File: src/hdl/mf3_pkg.sv
// ---------------------------------------------------------------------------
// mf3_pkg
// Shared constants, types and the compare-exchange schedule of the 3x3
// median filter.
// ---------------------------------------------------------------------------
package mf3_pkg;

  localparam int unsigned MaxLineBytes = 6144;
  localparam int unsigned MaxRows      = 4096;

  localparam int unsigned AddrW  = $clog2(MaxLineBytes);
  localparam int unsigned PixW   = 12;
  localparam int unsigned RowW   = 12;
  localparam int unsigned ColW   = 13;
  localparam int unsigned ByteW  = 8;
  localparam int unsigned LsW    = 2 * ByteW;
  localparam int unsigned WinLen = 9;
  localparam int unsigned Taps   = 9;
  localparam int unsigned CxSteps = 19;

  localparam int unsigned FifoDepth = 4;
  localparam int unsigned FifoPtrW  = $clog2(FifoDepth);
  localparam int unsigned FifoLvlW  = $clog2(FifoDepth + 1);

  localparam logic [PixW-1:0] LinePixelsRst = PixW'(640);
  localparam logic [PixW-1:0] MinPixels     = PixW'(3);
  localparam logic [PixW-1:0] MaxPixels3    = PixW'(MaxLineBytes / 3);
  localparam logic [RowW-1:0] RowLimit      = RowW'(MaxRows - 1);

  typedef enum logic {
    RegLinePixels   = 1'b0,
    RegThreeChannel = 1'b1
  } reg_idx_e;

  typedef logic [3:0] tap_t;

  localparam tap_t CxLo [CxSteps] = '{
    4'd1, 4'd4, 4'd7, 4'd0, 4'd3, 4'd6, 4'd1, 4'd4, 4'd7, 4'd0,
    4'd5, 4'd4, 4'd3, 4'd1, 4'd2, 4'd4, 4'd4, 4'd6, 4'd4
  };
  localparam tap_t CxHi [CxSteps] = '{
    4'd2, 4'd5, 4'd8, 4'd1, 4'd4, 4'd7, 4'd2, 4'd5, 4'd8, 4'd3,
    4'd8, 4'd7, 4'd6, 4'd4, 4'd5, 4'd7, 4'd2, 4'd4, 4'd2
  };

  typedef struct packed {
    logic [ByteW-1:0] median;
    logic [RowW-1:0]  center_row;
    logic [ColW-1:0]  center_column;
    logic             row_last;
  } result_t;

endpackage

File: src/hdl/mf3_median9.sv
// ---------------------------------------------------------------------------
// mf3_median9
// Nineteen-step compare-exchange network that picks the median of nine
// bytes.
// ---------------------------------------------------------------------------
module mf3_median9 (
  input  logic [mf3_pkg::ByteW-1:0] p_i [mf3_pkg::Taps],
  output logic [mf3_pkg::ByteW-1:0] median_o
);

  logic [mf3_pkg::ByteW-1:0] net [mf3_pkg::Taps];
  logic [mf3_pkg::ByteW-1:0] lo_v;
  logic [mf3_pkg::ByteW-1:0] hi_v;

  always_comb begin
    for (int i = 0; i < mf3_pkg::Taps; i++) begin
      net[i] = p_i[i];
    end
    lo_v = '0;
    hi_v = '0;
    for (int k = 0; k < mf3_pkg::CxSteps; k++) begin
      lo_v = net[mf3_pkg::CxLo[k]];
      hi_v = net[mf3_pkg::CxHi[k]];
      if (lo_v > hi_v) begin
        net[mf3_pkg::CxLo[k]] = hi_v;
        net[mf3_pkg::CxHi[k]] = lo_v;
      end
    end
  end

  assign median_o = net[4];

endmodule

File: config.mk
export PLATFORM = sky130hd
export DESIGN_NAME = mf3_median9
export DESIGN_NICKNAME = d
export VERILOG_FILES = /design/src/hdl/mf3_pkg.sv /design/src/hdl/mf3_median9.sv
export SDC_FILE = /design/constraint.sdc
export NUM_CORES = 1
export LEC_CHECK = 0
export BUFFER_PORTS_ARGS = -buffer_cell sky130_fd_sc_hd__clkbuf_2
export CORE_MARGIN = 5
export CORE_UTILIZATION = 24
export DETAILED_ROUTE_END_ITERATION = 10
export GPL_TIMING_DRIVEN = 0
export PLACE_DENSITY = 0.51
export SYNTH_ARGS = -nofsm -noshare
export SYNTH_HDL_FRONTEND = slang
export SYNTH_SLANG_ARGS = --single-unit
File: constraint.sdc
create_clock -name vclk -period 42.4
set_input_delay 8.48 -clock vclk [all_inputs]
set_output_delay 8.48 -clock vclk [all_outputs]
set_load 0.02 [all_outputs]
# Yosys cells after proc, flatten, opt, wreduce, memory -nomap -nowiden
# Index checks and enable logic that the tools add are counted.
word_totals:
  out_inout_bits: 8
  wordCells: 40
  memories: 0
  latch_bits: 0
  in_bits: 72
  mem_bits_ro: 0
  ff_bits: 0
  ram_bits: 0
op_classes:
  muxes: 21
  n_addsub: 0
  reduce_logical: 0
  magnitude_cmp: 19
  bitwise: 0
  div: 0
  n_eq_ne: 0
  n_shift: 0
  mul: 0
ops:
  columns: ["op", "n"]
  rows:
  - ["$gt A8 B8 Y1", 19]
  - ["$mux W16", 9]
  - ["$mux W8", 12]

# Depth between registers and ports, before layout
logic_depth:
  word_depth: 18
  ltp_mapped: 100
  ltp_nobuf: 91

# Worst setup path after synthesis
# Ideal clock, no wire load.
synth_timing:
  kind: "input to output"
  from: "in p_i[7] in the netlist's numbering"
  to: "out median_o[0] in the netlist's numbering"
  required_ns: 33.920
  setup_slack_ns: 10.188
  arrival_ns: 23.732
  path_stages: 87
  n_path_buf: 9
  path_cell_list: "inv_1 ha_1 nand4_1 nor2_1 nor2_1 nor2_2 clkbuf_1 a21oi_1 ha_1 nand4_1 o21ai_0 o221ai_1 o21a_1 buf_6 clkbuf_1 o21ai_0 inv_1 ha_1 [51 not listed] nand4_1 a211o_1 o41ai_1 a21oi_2 nor2_8 buf_2 o21ai_1 ha_1 o21a_1 o21ai_0 nand2b_1 a21oi_1 o21ai_0 o21a_1 nand2_1 inv_1 o2bb2ai_1 nor4_1"
synth_via:
  elab_chain_cells: 18
  word_cells_on_any_way: 26
  cone_classes: "order compare: 12; mux: 14"
synth_rtl:
  columns: ["item", "line_no", "rtl"]
  rows:
  - ["start: declaration", "mf3_median9.sv:7", "input logic [mf3_pkg::ByteW-1:0] p_i [mf3_pkg::Taps],"]
  - ["$gt A8 B8 Y1", "mf3_median9.sv:24", "if (lo_v > hi_v) begin"]
  - ["$mux W16 *", "mf3_median9.sv:24", null]
  - ["$gt A8 B8 Y1", "mf3_median9.sv:24", null]
  - ["$mux W16", "mf3_median9.sv:24", null]
  - ["$gt A8 B8 Y1", "mf3_median9.sv:24", null]
  - ["$mux W16", "mf3_median9.sv:24", null]
  - ["$gt A8 B8 Y1", "mf3_median9.sv:24", null]
  - ["$mux W8", "mf3_median9.sv:24", null]
  - ["[2 not listed]", null, null]
  - ["$gt A8 B8 Y1", "mf3_median9.sv:24", null]
  - ["$mux W8", "mf3_median9.sv:24", null]
  - ["$gt A8 B8 Y1", "mf3_median9.sv:24", null]
  - ["$mux W8", "mf3_median9.sv:24", null]
  - ["$gt A8 B8 Y1", "mf3_median9.sv:24", null]
  - ["$mux W8", "mf3_median9.sv:24", null]
  - ["$gt A8 B8 Y1", "mf3_median9.sv:24", null]
  - ["$mux W8 *", "mf3_median9.sv:24", null]
  - ["end: declaration", "mf3_median9.sv:8", "output logic [mf3_pkg::ByteW-1:0] median_o"]
# Mark *: on every way between the ends. The rest lies on a longest branch, timed or not.

# Final worst setup path
layout_timing:
  from: "in p_i[25] in the netlist's numbering"
  to: "out median_o[0] in the netlist's numbering"
# The elaborated chain is that of the path after synthesis.

==> impl_metrics.ini <==
[synthesis]
syn_nets = 1245
synth_top_family_by_area = compound AO/OA/AOI/OAI gates
synth-xor-area-share = 0.00253
synth_simple_gate_area_frac = 0.228
ys_warn_count = 0
syn_area_mm2 = 0.00691
synth_compound_area_frac = 0.310
syn_area_per_cell_um2 = 6.74
ys_seq_area_frac = 0
muxShareOfSynthArea = 0.123
synthCells = 1026
synth_cell_type_count = 67
synth_fa_ha_area_frac = 0.266

[die]
pin_count = 80
die_w_um = 180
initial_core_util = 0.242
die_h_um = 180
dieArea_mm2 = 0.0323
core.rowCount = 62
coreArea_mm2 = 0.0285

[global_route]
grt_pass1_wl_um = 35800
grt_pass1_vias = 7037
grtUsageTotal = 0.130
antenna_found_initial = 0
overflow = 0
grt_max_degree = 11

[timing]
fmax_mhz = 28.2
relSlewSlack = 0.436
finalCritPeriodShare = 0.838
finalSetupTns_ns = 0
maxSlewViolCount = 0
period_needed_ns = 35.52
hold_viol_final = 0
rsz0062_at_grt = no
setup_viol = 0
tightest_slew_ns = 0.837

[job]
drv_cap = 0

[clock_network]
cts_hold_buffers = 0
cts_setup_buffers = 0
post_cts_resize_count = 0

[hold_path]
hold_start = p_i[21]
hold_depth = 6
min_to = median_o[5]
min_path_type = in2out

[outcome]
status = finished, final reports clean

[detailed_routing]
via_per_inst = 4.98
drt_wl_total_um = 22400
drt_pass1_iterations = 5
ant_nets = 0
drc_errors = 0
wl_per_cell_um = 15.1
drt_iter0_markers = 359
vias = 7415

[finish]
synthToLayoutAreaGrowth_pct = 12.7
nets = 1327
sequential_cell_total = 0
diodes = 0
layout-drive-gt1-share = 0.123
nClkBuffers = 0
regArea_um2 = 0

[setup_path]
crit_fanout = 10
crit_path_start_kind = input port
path_class = in2out
cpMaxStageDelayCell = or4_1
cp.required_ns = 33.92
end_kind = output port
cpPeakStageDelay_ns = 0.71
worst_ep_arrival_time_ns = 27.04
worst_path_most_repeated_cell = o21ai_0

[placed_design]
port_buffers = 80
hpwlAfterDp_um = 20100
gp_congestion = 0.899
[critical path: cells and delay by family]
kind | cells | cell delay (ns)
AO/OA/AOI/OAI | 36 | 5.81
AND/OR/NAND/NOR | 32 | 5.61
buffers and inverters | 16 | 3.62
adder cells (fa/ha/maj) | 9 | 2.48
multiplexers | 2 | 0.97
[cell families after synthesis]
family	count (synthesis)
and+or+nand+nor	329
adders and majority gates	147
xor gates and xnor gates	2
muxes	81
buffers and inverters	124
AOI/OAI and AO/OA	343
[stage by stage]
step / std cells / hold slack [ns] / area (um^2) / utilization / setup WS, ns
global placement: 1490 / 17.85 / 7790 / 0.273 / 7.13
floorplan: 1026 / 17.51 / 6910 / - / 10.19
detailed placement: 1490 / 17.83 / 7790 / 0.273 / 7.16
finish: 1490 / 17.80 / 7790 / 0.273 / 6.88
CTS: 1490 / 17.84 / 7790 / 0.273 / 7.07
global route: 1490 / 17.88 / 7790 / 0.273 / 5.04
[cells in the mapped netlist, drive strengths merged, types with 7 or more instances]
cell type,number,area [um^2]
o21ai,105,529
or3,10,62.6
clkbuf,27,101
and3,12,75.1
nand3,33,170
nand2b,17,106
o21a,33,248
inv,88,330
or2,7,43.8
buf,9,57.6
nor2,97,393
a211oi,9,77.6
a21o,31,233
nand2,95,357
mux2,28,323
nor2b,15,96.3
nand4,14,87.6
a21oi,119,603
mux2i,53,531
nor3,13,65.1
ha,147,1840
[placed cells by master, fill, tap and decap left out, types with 3 or more instances in the layout]
master	Yosys	routed
or2_1	5	5
nand2_1	95	95
a21oi_1	117	117
clkbuf_2	0	80
o22ai_1	3	3
nand4_1	14	14
nor2b_1	14	14
inv_1	88	88
a31oi_1	5	5
o21ai_0	95	95
o211a_1	3	3
buf_2	4	4
o21ai_1	9	9
o22a_1	3	3
a221oi_1	3	3
or3_1	10	10
nand3_1	32	32
and4_1	3	3
ha_1	147	147
nand2b_1	17	17
o21a_1	33	33
mux2_2	26	26
a211oi_1	7	7
and2_1	4	4
nor4_1	3	3
nor3_1	13	13
mux2i_1	53	53
and3_1	12	12
nor3b_1	3	3
o21bai_1	5	5
a21o_1	31	31
nor2_1	93	93
clkbuf_1	27	27
[cell type report]
| cell class | instances | area [um^2] |
|---|---|---|
| inverter | 88 | 330 |
| buffer | 36 | 159 |
| multi-input combinational | 902 | 6420 |
| timing repair buffer | 80 | 400 |
| fill | 3253 | 20800 |
| tap | 384 | 480 |
[routing by layer]
metal / vias up / share of wire / global-route usage
li1: 3916 / - / -
met1: 3375 / 0.48 / 0.182
met2: 116 / 0.47 / 0.229
met3: 8 / 0.039 / 0.0105
met4: 0 / 0.010 / 0.0110
met5: - / 0 / 0
[worst max-delay path by stage]
stage | startpoint | endpoint | depth (start not counted)
floorplan | p_i[7] | median_o[0] | 87
global placement | p_i[29] | median_o[0] | 97
detailed placement | p_i[25] | median_o[0] | 96
CTS | p_i[25] | median_o[0] | 97
global route | p_i[29] | median_o[0] | 97
finish | p_i[25] | median_o[0] | 95
Power is left out: the tool's default activity adds up to more than one toggle a clock period on the data nets, which glitch-free logic cannot reach.
