[config.mk]
export PLATFORM = sky130hd
export DESIGN_NAME = mf3_out_fifo
export DESIGN_NICKNAME = d
export VERILOG_FILES = /design/src/hdl/mf3_pkg.sv /design/src/hdl/mf3_out_fifo.sv
export SDC_FILE = /design/constraint.sdc
export NUM_CORES = 1
export LEC_CHECK = 0
export BUFFER_PORTS_ARGS = -buffer_cell sky130_fd_sc_hd__clkbuf_2
export CAP_MARGIN = 10
export CELL_PAD_IN_SITES_DETAIL_PLACEMENT = 0
export CELL_PAD_IN_SITES_GLOBAL_PLACEMENT = 1
export CORE_ASPECT_RATIO = 1.1
export CORE_MARGIN = 4
export CORE_UTILIZATION = 35
export DETAILED_ROUTE_END_ITERATION = 12
export GPL_TIMING_DRIVEN = 0
export PLACE_DENSITY = 0.62
export SYNTH_ARGS = -nofsm -noshare
export SYNTH_HDL_FRONTEND = slang
export SYNTH_SLANG_ARGS = --single-unit
[constraint.sdc]
create_clock -name clk_i -period 2.25 [get_ports clk_i]
set_input_delay 0.45 -clock clk_i [delete_from_list [all_inputs] [get_ports clk_i]]
set_output_delay 0.45 -clock clk_i [all_outputs]
set_load 0.02 [all_outputs]
[src/hdl/mf3_pkg.sv]
// ---------------------------------------------------------------------------
// mf3_pkg
// Shared constants, types and the compare-exchange schedule of the 3x3
// median filter.
// ---------------------------------------------------------------------------
package mf3_pkg;

  localparam int unsigned MaxLineBytes = 6144;
  localparam int unsigned MaxRows      = 4096;

  localparam int unsigned AddrW  = $clog2(MaxLineBytes);
  localparam int unsigned PixW   = 12;
  localparam int unsigned RowW   = 12;
  localparam int unsigned ColW   = 13;
  localparam int unsigned ByteW  = 8;
  localparam int unsigned LsW    = 2 * ByteW;
  localparam int unsigned WinLen = 9;
  localparam int unsigned Taps   = 9;
  localparam int unsigned CxSteps = 19;

  localparam int unsigned FifoDepth = 4;
  localparam int unsigned FifoPtrW  = $clog2(FifoDepth);
  localparam int unsigned FifoLvlW  = $clog2(FifoDepth + 1);

  localparam logic [PixW-1:0] LinePixelsRst = PixW'(640);
  localparam logic [PixW-1:0] MinPixels     = PixW'(3);
  localparam logic [PixW-1:0] MaxPixels3    = PixW'(MaxLineBytes / 3);
  localparam logic [RowW-1:0] RowLimit      = RowW'(MaxRows - 1);

  typedef enum logic {
    RegLinePixels   = 1'b0,
    RegThreeChannel = 1'b1
  } reg_idx_e;

  typedef logic [3:0] tap_t;

  localparam tap_t CxLo [CxSteps] = '{
    4'd1, 4'd4, 4'd7, 4'd0, 4'd3, 4'd6, 4'd1, 4'd4, 4'd7, 4'd0,
    4'd5, 4'd4, 4'd3, 4'd1, 4'd2, 4'd4, 4'd4, 4'd6, 4'd4
  };
  localparam tap_t CxHi [CxSteps] = '{
    4'd2, 4'd5, 4'd8, 4'd1, 4'd4, 4'd7, 4'd2, 4'd5, 4'd8, 4'd3,
    4'd8, 4'd7, 4'd6, 4'd4, 4'd5, 4'd7, 4'd2, 4'd4, 4'd2
  };

  typedef struct packed {
    logic [ByteW-1:0] median;
    logic [RowW-1:0]  center_row;
    logic [ColW-1:0]  center_column;
    logic             row_last;
  } result_t;

endpackage

[src/hdl/mf3_out_fifo.sv]
// ---------------------------------------------------------------------------
// mf3_out_fifo
// Four-entry result queue between the filter pipeline and the output
// channel.
// ---------------------------------------------------------------------------
module mf3_out_fifo (
  input  logic                         clk_i,
  input  logic                         rst_ni,
  input  logic                         push_i,
  input  mf3_pkg::result_t             push_data_i,
  output logic                         valid_o,
  input  logic                         ready_i,
  output mf3_pkg::result_t             data_o,
  output logic [mf3_pkg::FifoLvlW-1:0] level_o
);

  mf3_pkg::result_t              mem_q [mf3_pkg::FifoDepth];
  logic [mf3_pkg::FifoPtrW-1:0]  wr_ptr_q, wr_ptr_d;
  logic [mf3_pkg::FifoPtrW-1:0]  rd_ptr_q, rd_ptr_d;
  logic [mf3_pkg::FifoLvlW-1:0]  level_q, level_d;
  logic                          pop;

  assign pop     = valid_o && ready_i;
  assign valid_o = (level_q != '0);
  assign data_o  = mem_q[rd_ptr_q];
  assign level_o = level_q;

  always_comb begin
    wr_ptr_d = push_i ? wr_ptr_q + mf3_pkg::FifoPtrW'(1) : wr_ptr_q;
    rd_ptr_d = pop ? rd_ptr_q + mf3_pkg::FifoPtrW'(1) : rd_ptr_q;
    level_d  = level_q;
    if (push_i && !pop) begin
      level_d = level_q + mf3_pkg::FifoLvlW'(1);
    end else if (pop && !push_i) begin
      level_d = level_q - mf3_pkg::FifoLvlW'(1);
    end
  end

  always_ff @(posedge clk_i) begin
    if (push_i) begin
      mem_q[wr_ptr_q] <= push_data_i;
    end
  end

  always_ff @(posedge clk_i or negedge rst_ni) begin
    if (!rst_ni) begin
      wr_ptr_q <= '0;
      rd_ptr_q <= '0;
      level_q  <= '0;
    end else begin
      wr_ptr_q <= wr_ptr_d;
      rd_ptr_q <= rd_ptr_d;
      level_q  <= level_d;
    end
  end

endmodule
; ---- Yosys cells after proc, flatten, opt, wreduce, memory -nomap -nowiden
; Memories as Yosys holds them, arrays and structs flattened.
; Index checks and enable logic that the tools add are counted.
; Widths: inputs -> output; s select.
[word_totals]
regBits = 7
ram_bits = 136
in_bits = 38
out_inout_bits = 38
word_cells = 19
memories = 1
[mem_list]
columns = memory, depth, word_bits, read_ports, rd_ports_with_merged_regs, write_ports, line
row1 = mem_q, 4, 34, 1, 0, 1, mf3_out_fifo.sv:17  ; mf3_pkg::result_t mem_q [mf3_pkg::FifoDepth];
[op_classes]
addsub = 4
n_mux = 4
n_reduce_logical = 7
[ops]
columns = operator, count
row1 = $mux 3, 2
row2 = $add 2x1->2 const B, 2
row3 = $add 3x1->3 const B, 1
row4 = $logic_and 1x1->1, 3
row5 = $reduce_bool 3->1, 1
row6 = $sub 3x1->3 const B, 1
row7 = $logic_not 1->1, 2
row8 = $mux 1, 2
row9 = $reduce_bool 2->1, 1

; ---- Depth between registers and ports, before layout
; Gate-level depths: netlist of the first run.
[depth]
ltp_word = 5
depth_mapped = 8
depth_no_buf = 8

; ---- Least setup slack after synthesis of the first run
; Ideal clock, no wire load.
[synth_path]
path_type = register -> register
start = register level_q, in the netlist level_o[0]
end = register level_q, in the netlist level_o[2]
setup_ns = 0.079
t_arrival_ns = 2.138
required_time_ns = 2.171
setup_slack_ns = 0.032
path_stages_with_launch = 9
path_buffers = 0
period_less_slack_ns = 2.218
path_cell_list = dfrtp_1 or3_1 nand2_1 ha_1 inv_1 fa_1 xor2_1 nor2_1 xor2_1
[synth_between]
elab_chain_cells = 5
elab_cells_between_ends = 10
classes_between = add/sub (2) / mux (2) / reduce/logical (6)
[synth_lines]
columns = element, line
row1 = "start, declared", mf3_out_fifo.sv:20  ; logic [mf3_pkg::FifoLvlW-1:0] level_q, level_d;
row2 = "start signal, assigned", mf3_out_fifo.sv:53  ; level_q <= level_d;
row3 = $reduce_bool 3->1 *, mf3_out_fifo.sv:24  ; assign valid_o = (level_q != '0);
row4 = named net valid_o, mf3_out_fifo.sv:11  ; output logic valid_o,
row5 = $logic_and 1x1->1 *, mf3_out_fifo.sv:23  ; assign pop = valid_o && ready_i;
row6 = $logic_not 1->1, mf3_out_fifo.sv:32  ; if (push_i && !pop) begin
row7 = $logic_and 1x1->1, mf3_out_fifo.sv:32
row8 = $mux 3 / $reduce_bool 2->1 (equally long branches), --
; Mark *: on every way through the listed nets, which the timed path passes. The rest lies on a longest branch. The select of a mux whose other input is x is not followed.
; A chain may end at the register's enable or synchronous reset.

==> results of run 1 <==
[layout make-up]
class | instances | area (µm²) | share of cell area (%)
sequential | 143 | 4260 | 63.1
clock inverter | 15 | 194 | 2.87
clock buffer | 17 | 425 | 6.30
tap | 196 | 245 | 3.63
inverter | 3 | 11.3 | 0.167
buffer | 8 | 108 | 1.59
timing repair buffer | 84 | 512 | 7.58
multi-input combinational | 57 | 997 | 14.8
[worst max-delay path by stage]
| stage | from | slack (ns) | to | cells past startpoint |
|---|---|---|---|---|
| 2_1_floorplan | level_o[0] | 0.03 | level_o[2] | 8 |
| 3_3_place_gp | push_i | -0.39 | mem_q[0][32] | 2 |
| 3_5_place_dp | level_o[0] | 0.12 | level_o[2] | 8 |
| 4_1_cts | rd_ptr_q[0] | -0.04 | data_o[10] | 4 |
| 5_1_grt | rd_ptr_q[0] | -0.06 | data_o[5] | 4 |
| 6_report | rd_ptr_q[0] | 0.009 | data_o[10] | 4 |
[sequential cells by signal, summed over array words and instances (netlist names)]
| name | cells |
|---|---|
| level_o | 3 |
| mem_q | 136 |
| rd_ptr_q | 2 |
| wr_ptr_q | 2 |
[worst max-delay path, delay by kind of cell (launching register included)]
kind	cells	cell delay, ns
mux	1	0.52
buf+inv	3	0.48
flops	1	0.37
[cells by family (layout without fill, tap and decap cells)]
group                    count (synthesis)  in the layout
flip-flops                             143            143
AO/OA/AOI/OAI                            1              1
AND/OR/NAND/NOR                          9              9
multiplexers                            35             35
buffers and inverters                   11            127
adder cells (fa/ha/maj)                  6              6
XOR/XNOR                                 6              6
[stage by stage]
step	area, µm²	setup TNS (ns)	hold slack, ns	setup slack [ns]
after floorplan	5350	0	0.154	0.0325
after global placement	5970	-50.96	0.296	-0.394
after detailed placement	6050	0	0.299	0.122
after CTS	6730	-0.259	0.237	-0.0371
after global routing	6750	-1.27	0.236	-0.0641
final	6750	0	0.257	0.00922
[Yosys cell counts]
cell	n
buf_2	4
or3_1	1
mux2_2	1
mux4_2	28
dfrtp_1	7
buf_12	3
ha_1	5
xnor2_1	3
o21ai_0	1
buf_6	1
edfxtp_1	136
and2_1	4
mux4_1	6
inv_1	3
nand2_1	2
xor2_1	3
fa_1	1
nand3_1	1
nor2_1	1
[repair_timing]
action / in CTS / in global routing
buffers inserted: 3 / 1
endpoints found under the hold margin: 7 / 0
resized for setup: 7 / 26
endpoints found under the setup margin: 29 / 31
hold buffers: 1 / 0
[power by group through the flow]
| stage | sequential (W) | clock [W] | combinational, W |
|---|---|---|---|
| after floorplan | 0.00369 | 0 | 0.00200 |
| after global placement | 0.00369 | 0 | 0.00292 |
| after detailed placement | 0.00369 | 0 | 0.00302 |
| after CTS | 0.00363 | 0.00295 | 0.00313 |
| after global routing | 0.00367 | 0.00309 | 0.00332 |
| final | 0.00363 | 0.00288 | 0.00305 |
[routing by layer]
layer / vias up / GRT usage [%] / share of wire, %
met1: 1259 / 14.9 / 44
met3: 12 / 4.23 / 5.6
met4: 0 / 5.18 / 1.7
met5: - / 0 / 0
li1: 1099 / - / -
met2: 64 / 18.8 / 49
==> summary.txt, run 1 <==
outcome: completed
Detailed Place HPWL: 5880 µm
cell type contributing the most total cell area after synthesis: edfxtp_1
global-route usage over all layers: 11.9%
Static Leak: 2.41 nW
Worst EP required: 1.80 ns
Tcrit/Tclk final: 99.6%
Layout Utilization: 45.0%
clock skew: 0.00678 ns
RSZ-0062 raised after global routing: true
critical path startpoint category: register
endpoint arrival time on the critical path: 1.79 ns
total length of routed wires: 9560 µm
internal power: 0.00671 W
switching power of the nets: 0.00285 W
sequential share of power: 37.9%
clock tree from TritonCTS: done
number of H-tree levels: 4
largest vdd supply drop: 0.612 mV
clk buf depth: 2
transition time at the pin with the least slew margin: 0.455 ns
commonest non-fill, non-tap cells in the layout: 136 x edfxtp_1, 52 x clkbuf_2, 28 x mux4_2
Max Clk Rate: 446 MHz
leading cell type in the layout, fill and taps excluded: edfxtp_1
share of total power consumed by net switching: 29.8%
Unique masters post-synth: 19
number of nets in the final layout: 358
row count: 47
Hold Path Origin: push_data_i[31]
R2R cell count: 8
proportion of layout cells with a drive suffix above 1: 47.7%
ports placed on the boundary: 76
final std cells w/o fill: 523
die width: 126 µm
Final Total Pwr: 0.00956 W
terminus of the critical flop-to-flop path: level_o[2]
global-route congestion overflow total: 0
area added between synthesis and finish: 26.2%
Area contributors post-synth: edfxtp_1 76%, mux4_2 12%, dfrtp_1 3.3%
clock tree sinks: 143
minimum clock period after layout: 2.24 ns
post-synthesis simple-gate area fraction: 0.889%
xor and xnor fraction of the mapped netlist area: 0.982%
antenna violations before repair: 0
Vert. Die Dim: 138 µm
number of CTS-inserted buffers: 17
multiplexer share of the synthesized area: 14.9%
Slew Limit Fails: 0
capture endpoint of the worst hold path: mem_q[2][31]
Hold WC Path Type: input port to register
WL per Instance: 18.3 µm
clock slew at reported path FFs: 0.06 ns
Cell Area, Synth: 5350 µm²
Final Setup Violations: 0
count of input and output buffers: 75
Hold Path Stages: 1
Final Hold Vio Count: 0
Clk Tree Root Cell: clkbuf_16
share of synthesized area occupied by flip-flops and latches: 79.6%
Routability Congestion: 0.629
R2R Path Start: level_o[0]
Net Count, Synth: 255
number of antenna cells inserted: 0
flop2flop setup slack: 0.17 ns
count of placed standard cells including taps: 486
capturing element type of the critical path: output port
area share of the largest cell type after synthesis: 76.4%
fill cell total of the finished layout: 1314
number of detailed-routing iterations run before antenna repair: 4
worst-path fanout max: 10
adder-cell share of the synthesized area: 1.54%
number of nets with antenna violations after routing: 0
fraction of power consumed by combinational cells: 31.9%
global-route wire length before repair: 15000 µm
max-cap violations: 0
dominant combinational cell family by area after synthesis: multiplexers
cell area power density: 1420 nW/µm²
DRC violation count after routing: 0
max incr delay on CP: 0.52 ns
gate count after technology mapping: 211
category of the critical setup timing path: register to output port
worst-path cell with the longest stage delay: mux4_2
floorplan die area: 17300 µm²
starting density of the core: 35.7%
compound-gate portion of the synthesized area: 0.0936%
Top cell by count, worst path: buf_12
yosys synthesis warning count: 0
number of vias after detailed routing: 2434
worst slew slack as a fraction of its limit: 69.7%
Core Region: 15000 µm²
number of vias per cell: 4.65
flip-flop and latch count after synthesis: 143
1st-iter DRT viols: 124
power share of the clock group: 30.2%
via count of the first global-routing pass: 2656
pin count of the biggest net entering global routing: 27
CP Cell Sequence: buf_12 -> buf_12 -> mux4_2 -> clkbuf_2
mean post-synth cell area: 25.4 µm²
Clock Latency Late Sink: 0.41 ns
(Power assumes the default switching activity.)
==> run 2: changes to the inputs <==
--- a/config.mk
+++ b/config.mk
@@ -5,7 +5,7 @@
 export SDC_FILE = /design/constraint.sdc
 export NUM_CORES = 1
 export LEC_CHECK = 0
-export BUFFER_PORTS_ARGS = -buffer_cell sky130_fd_sc_hd__clkbuf_2
+export BUFFER_PORTS_ARGS = -buffer_cell sky130_fd_sc_hd__buf_2
 export CAP_MARGIN = 10
 export CELL_PAD_IN_SITES_DETAIL_PLACEMENT = 0
 export CELL_PAD_IN_SITES_GLOBAL_PLACEMENT = 1
==> summary.txt, run 2 (synthesis gave the netlist of run 1 again) <==
number of H-tree levels: 4 (unchanged)
number of flip-flops in the largest register: 136 (unchanged)
area added between synthesis and finish: 25.7%
global-route wire length before repair: 15100 µm (+0.74%)
number of nets in the final layout: 358 (unchanged)
max-cap violations: 0 (unchanged)
Clock Latency Late Sink: 0.41 ns (about the same)
Slew Limit Fails: 0 (unchanged)
number of antenna cells inserted: 0 (unchanged)
R2R Path Start: level_o[0]
category of the critical setup timing path: register to output port
floorplan die area: 17300 µm² (unchanged)
Top cell by count, worst path: buf_12
commonest non-fill, non-tap cells in the layout: 136 x edfxtp_1, 72 x buf_2, 28 x mux4_2
number of detailed-routing iterations run before antenna repair: 4 (unchanged)
Final Total Pwr: 0.00940 W (-1.7%)
clock tree from TritonCTS: done
die width: 126 µm (unchanged)
clock slew at reported path FFs: 0.06 ns (about the same)
capturing element type of the critical path: output port
count of input and output buffers: 75 (unchanged)
number of nets with antenna violations after routing: 0 (unchanged)
flop2flop setup slack: 0.16 ns (about the same)
worst-path cell with the longest stage delay: mux4_2
Clk Tree Root Cell: clkbuf_16
1st-iter DRT viols: 170 (+37%)
Hold Path Stages: 1 (unchanged)
Hold Path Origin: push_data_i[19]
via count of the first global-routing pass: 2632 (-0.90%)
pin count of the biggest net entering global routing: 23 (-15%)
fill cell total of the finished layout: 1310 (-0.30%)
DRC violation count after routing: 0 (unchanged)
global-route congestion overflow total: 0 (unchanged)
clock tree sinks: 143 (unchanged)
R2R cell count: 8 (unchanged)
cell area power density: 1400 nW/µm² (-1.3%)
Area after DPL: 6050 µm² (unchanged)
endpoint arrival time on the critical path: 1.80 ns (about the same)
Final Setup Violations: 0 (unchanged)
depth of the critical timing path with buffers and inverters included: 4 (unchanged)
transition time at the pin with the least slew margin: 0.433 ns (-0.0213 ns)
Tcrit/Tclk final: 99.8% (+0.24 points)
outcome: completed
Vert. Die Dim: 138 µm (unchanged)
clk buf depth: 2 (unchanged)
leading cell type in the layout, fill and taps excluded: edfxtp_1
Biggest register: mem_q
post-route standard cell area excluding fillers: 6730 µm² (-0.39%)
Fin Hold WS: 0.251 ns (-0.00544 ns)
number of CTS-inserted buffers: 17 (unchanged)
number of vias after detailed routing: 2431 (-0.12%)
Final Hold Vio Count: 0 (unchanged)
capture endpoint of the worst hold path: mem_q[0][19]
worst slew slack as a fraction of its limit: 71.1% (+1.4 points)
total length of routed wires: 9790 µm (+2.4%)
minimum clock period after layout: 2.25 ns (+0.00535 ns)
max incr delay on CP: 0.51 ns (about the same)
Worst EP required: 1.80 ns (about the same)
number of buffer and inverter instances along the worst setup path: 3 (unchanged)
starting density of the core: 35.7% (unchanged)
clock skew: 0.00332 ns (-0.00346 ns)
row count: 47 (unchanged)
ports placed on the boundary: 76 (unchanged)
global-route usage over all layers: 12.1% (+0.25 points)
Max Clk Rate: 445 MHz (-0.24%)
worst-path fanout max: 10 (unchanged)
Routability Congestion: 0.645 (+2.5%)
Hold WC Path Type: input port to register
Static Leak: 2.38 nW (-1.3%)
cell family with most CP delay: multiplexers
Layout Utilization: 44.8% (-0.18 points)
proportion of layout cells with a drive suffix above 1: 47.4% (-0.31 points)
Core Region: 15000 µm² (unchanged)
CP Cell Sequence: buf_12 -> buf_12 -> mux4_2 -> buf_2
antenna violations before repair: 0 (unchanged)
critical path startpoint category: register
number of vias per cell: 4.65 (-0.12%)
RSZ-0062 raised after global routing: true
largest vdd supply drop: 0.687 mV (+12%)
Detailed Place HPWL: 6020 µm (+2.4%)
WL per Instance: 18.7 µm (+2.4%)
terminus of the critical flop-to-flop path: level_o[2]
-- run 2: layer usage --
layer	GRT usage [%]	vias to the layer above	wire, µm	share of wire (%)
met1	14.1	1248	4010	41
met2	20.4	67	5010	51
met3	4.96	12	637	6.5
met5	0	-	0	0
met4	4.47	0	124	1.3
li1	-	1104	-	-
-- run 2: timing repair --
action                                 in CTS  in global routing
endpoints found under the hold margin       7                  0
gates cloned                                0                  1
buffers inserted                            2                  1
resized for setup                           8                  6
hold buffers                                1                  0
setup endpoints to repair                  29                 32
-- run 2: metrics by stage --
step / TNS [ns] / worst slack (ns) / instances
floorplan: 0 / 0.0325 / 211
global placement: -49.98 / -0.383 / 482
detailed placement: 0 / 0.148 / 486
CTS: -0.639 / -0.0501 / 521
global route: -1.98 / -0.0932 / 523
finish: 0 / 0.00387 / 523
-- run 2: layout make-up --
class / count / area [µm²] / share of cell area (%)
sequential: 143 / 4260 / 63.3
multi-input combinational: 57 / 997 / 14.8
timing repair buffer: 84 / 538 / 8.00
clock buffer: 20 / 447 / 6.64
tap: 196 / 245 / 3.65
clock inverter: 12 / 120 / 1.79
buffer: 8 / 108 / 1.60
inverter: 3 / 11.3 / 0.167
-- run 2: power breakdown --
group	internal, W	switching [W]	leakage (nW)
Sequential	0.00349	0.000137	1.33
Clock	0.00165	0.00101	0.271
Combinational	0.00142	0.00169	0.775
Total	0.00656	0.00284	2.38
-- run 2: worst reg2reg max path, stage by stage, from the launching register on --
cell and delay, ns:
dfrtp_1 0.43, or3_4 0.42, nand2_1 0.11, ha_1 0.19, inv_1 0.06, fa_1 0.37
xor2_1 0.17, nor2_1 0.12, xor2_1 0.15
-- run 2: worst max-delay path by stage --
stage	from	endpoint	slack (ns)
after floorplan	level_o[0]	level_o[2]	0.03
after global placement	push_i	mem_q[1][13]	-0.38
after detailed placement	level_o[0]	level_o[2]	0.15
after CTS	rd_ptr_q[0]	data_o[10]	-0.05
after global routing	rd_ptr_q[0]	data_o[27]	-0.09
final	rd_ptr_q[0]	data_o[3]	0.004
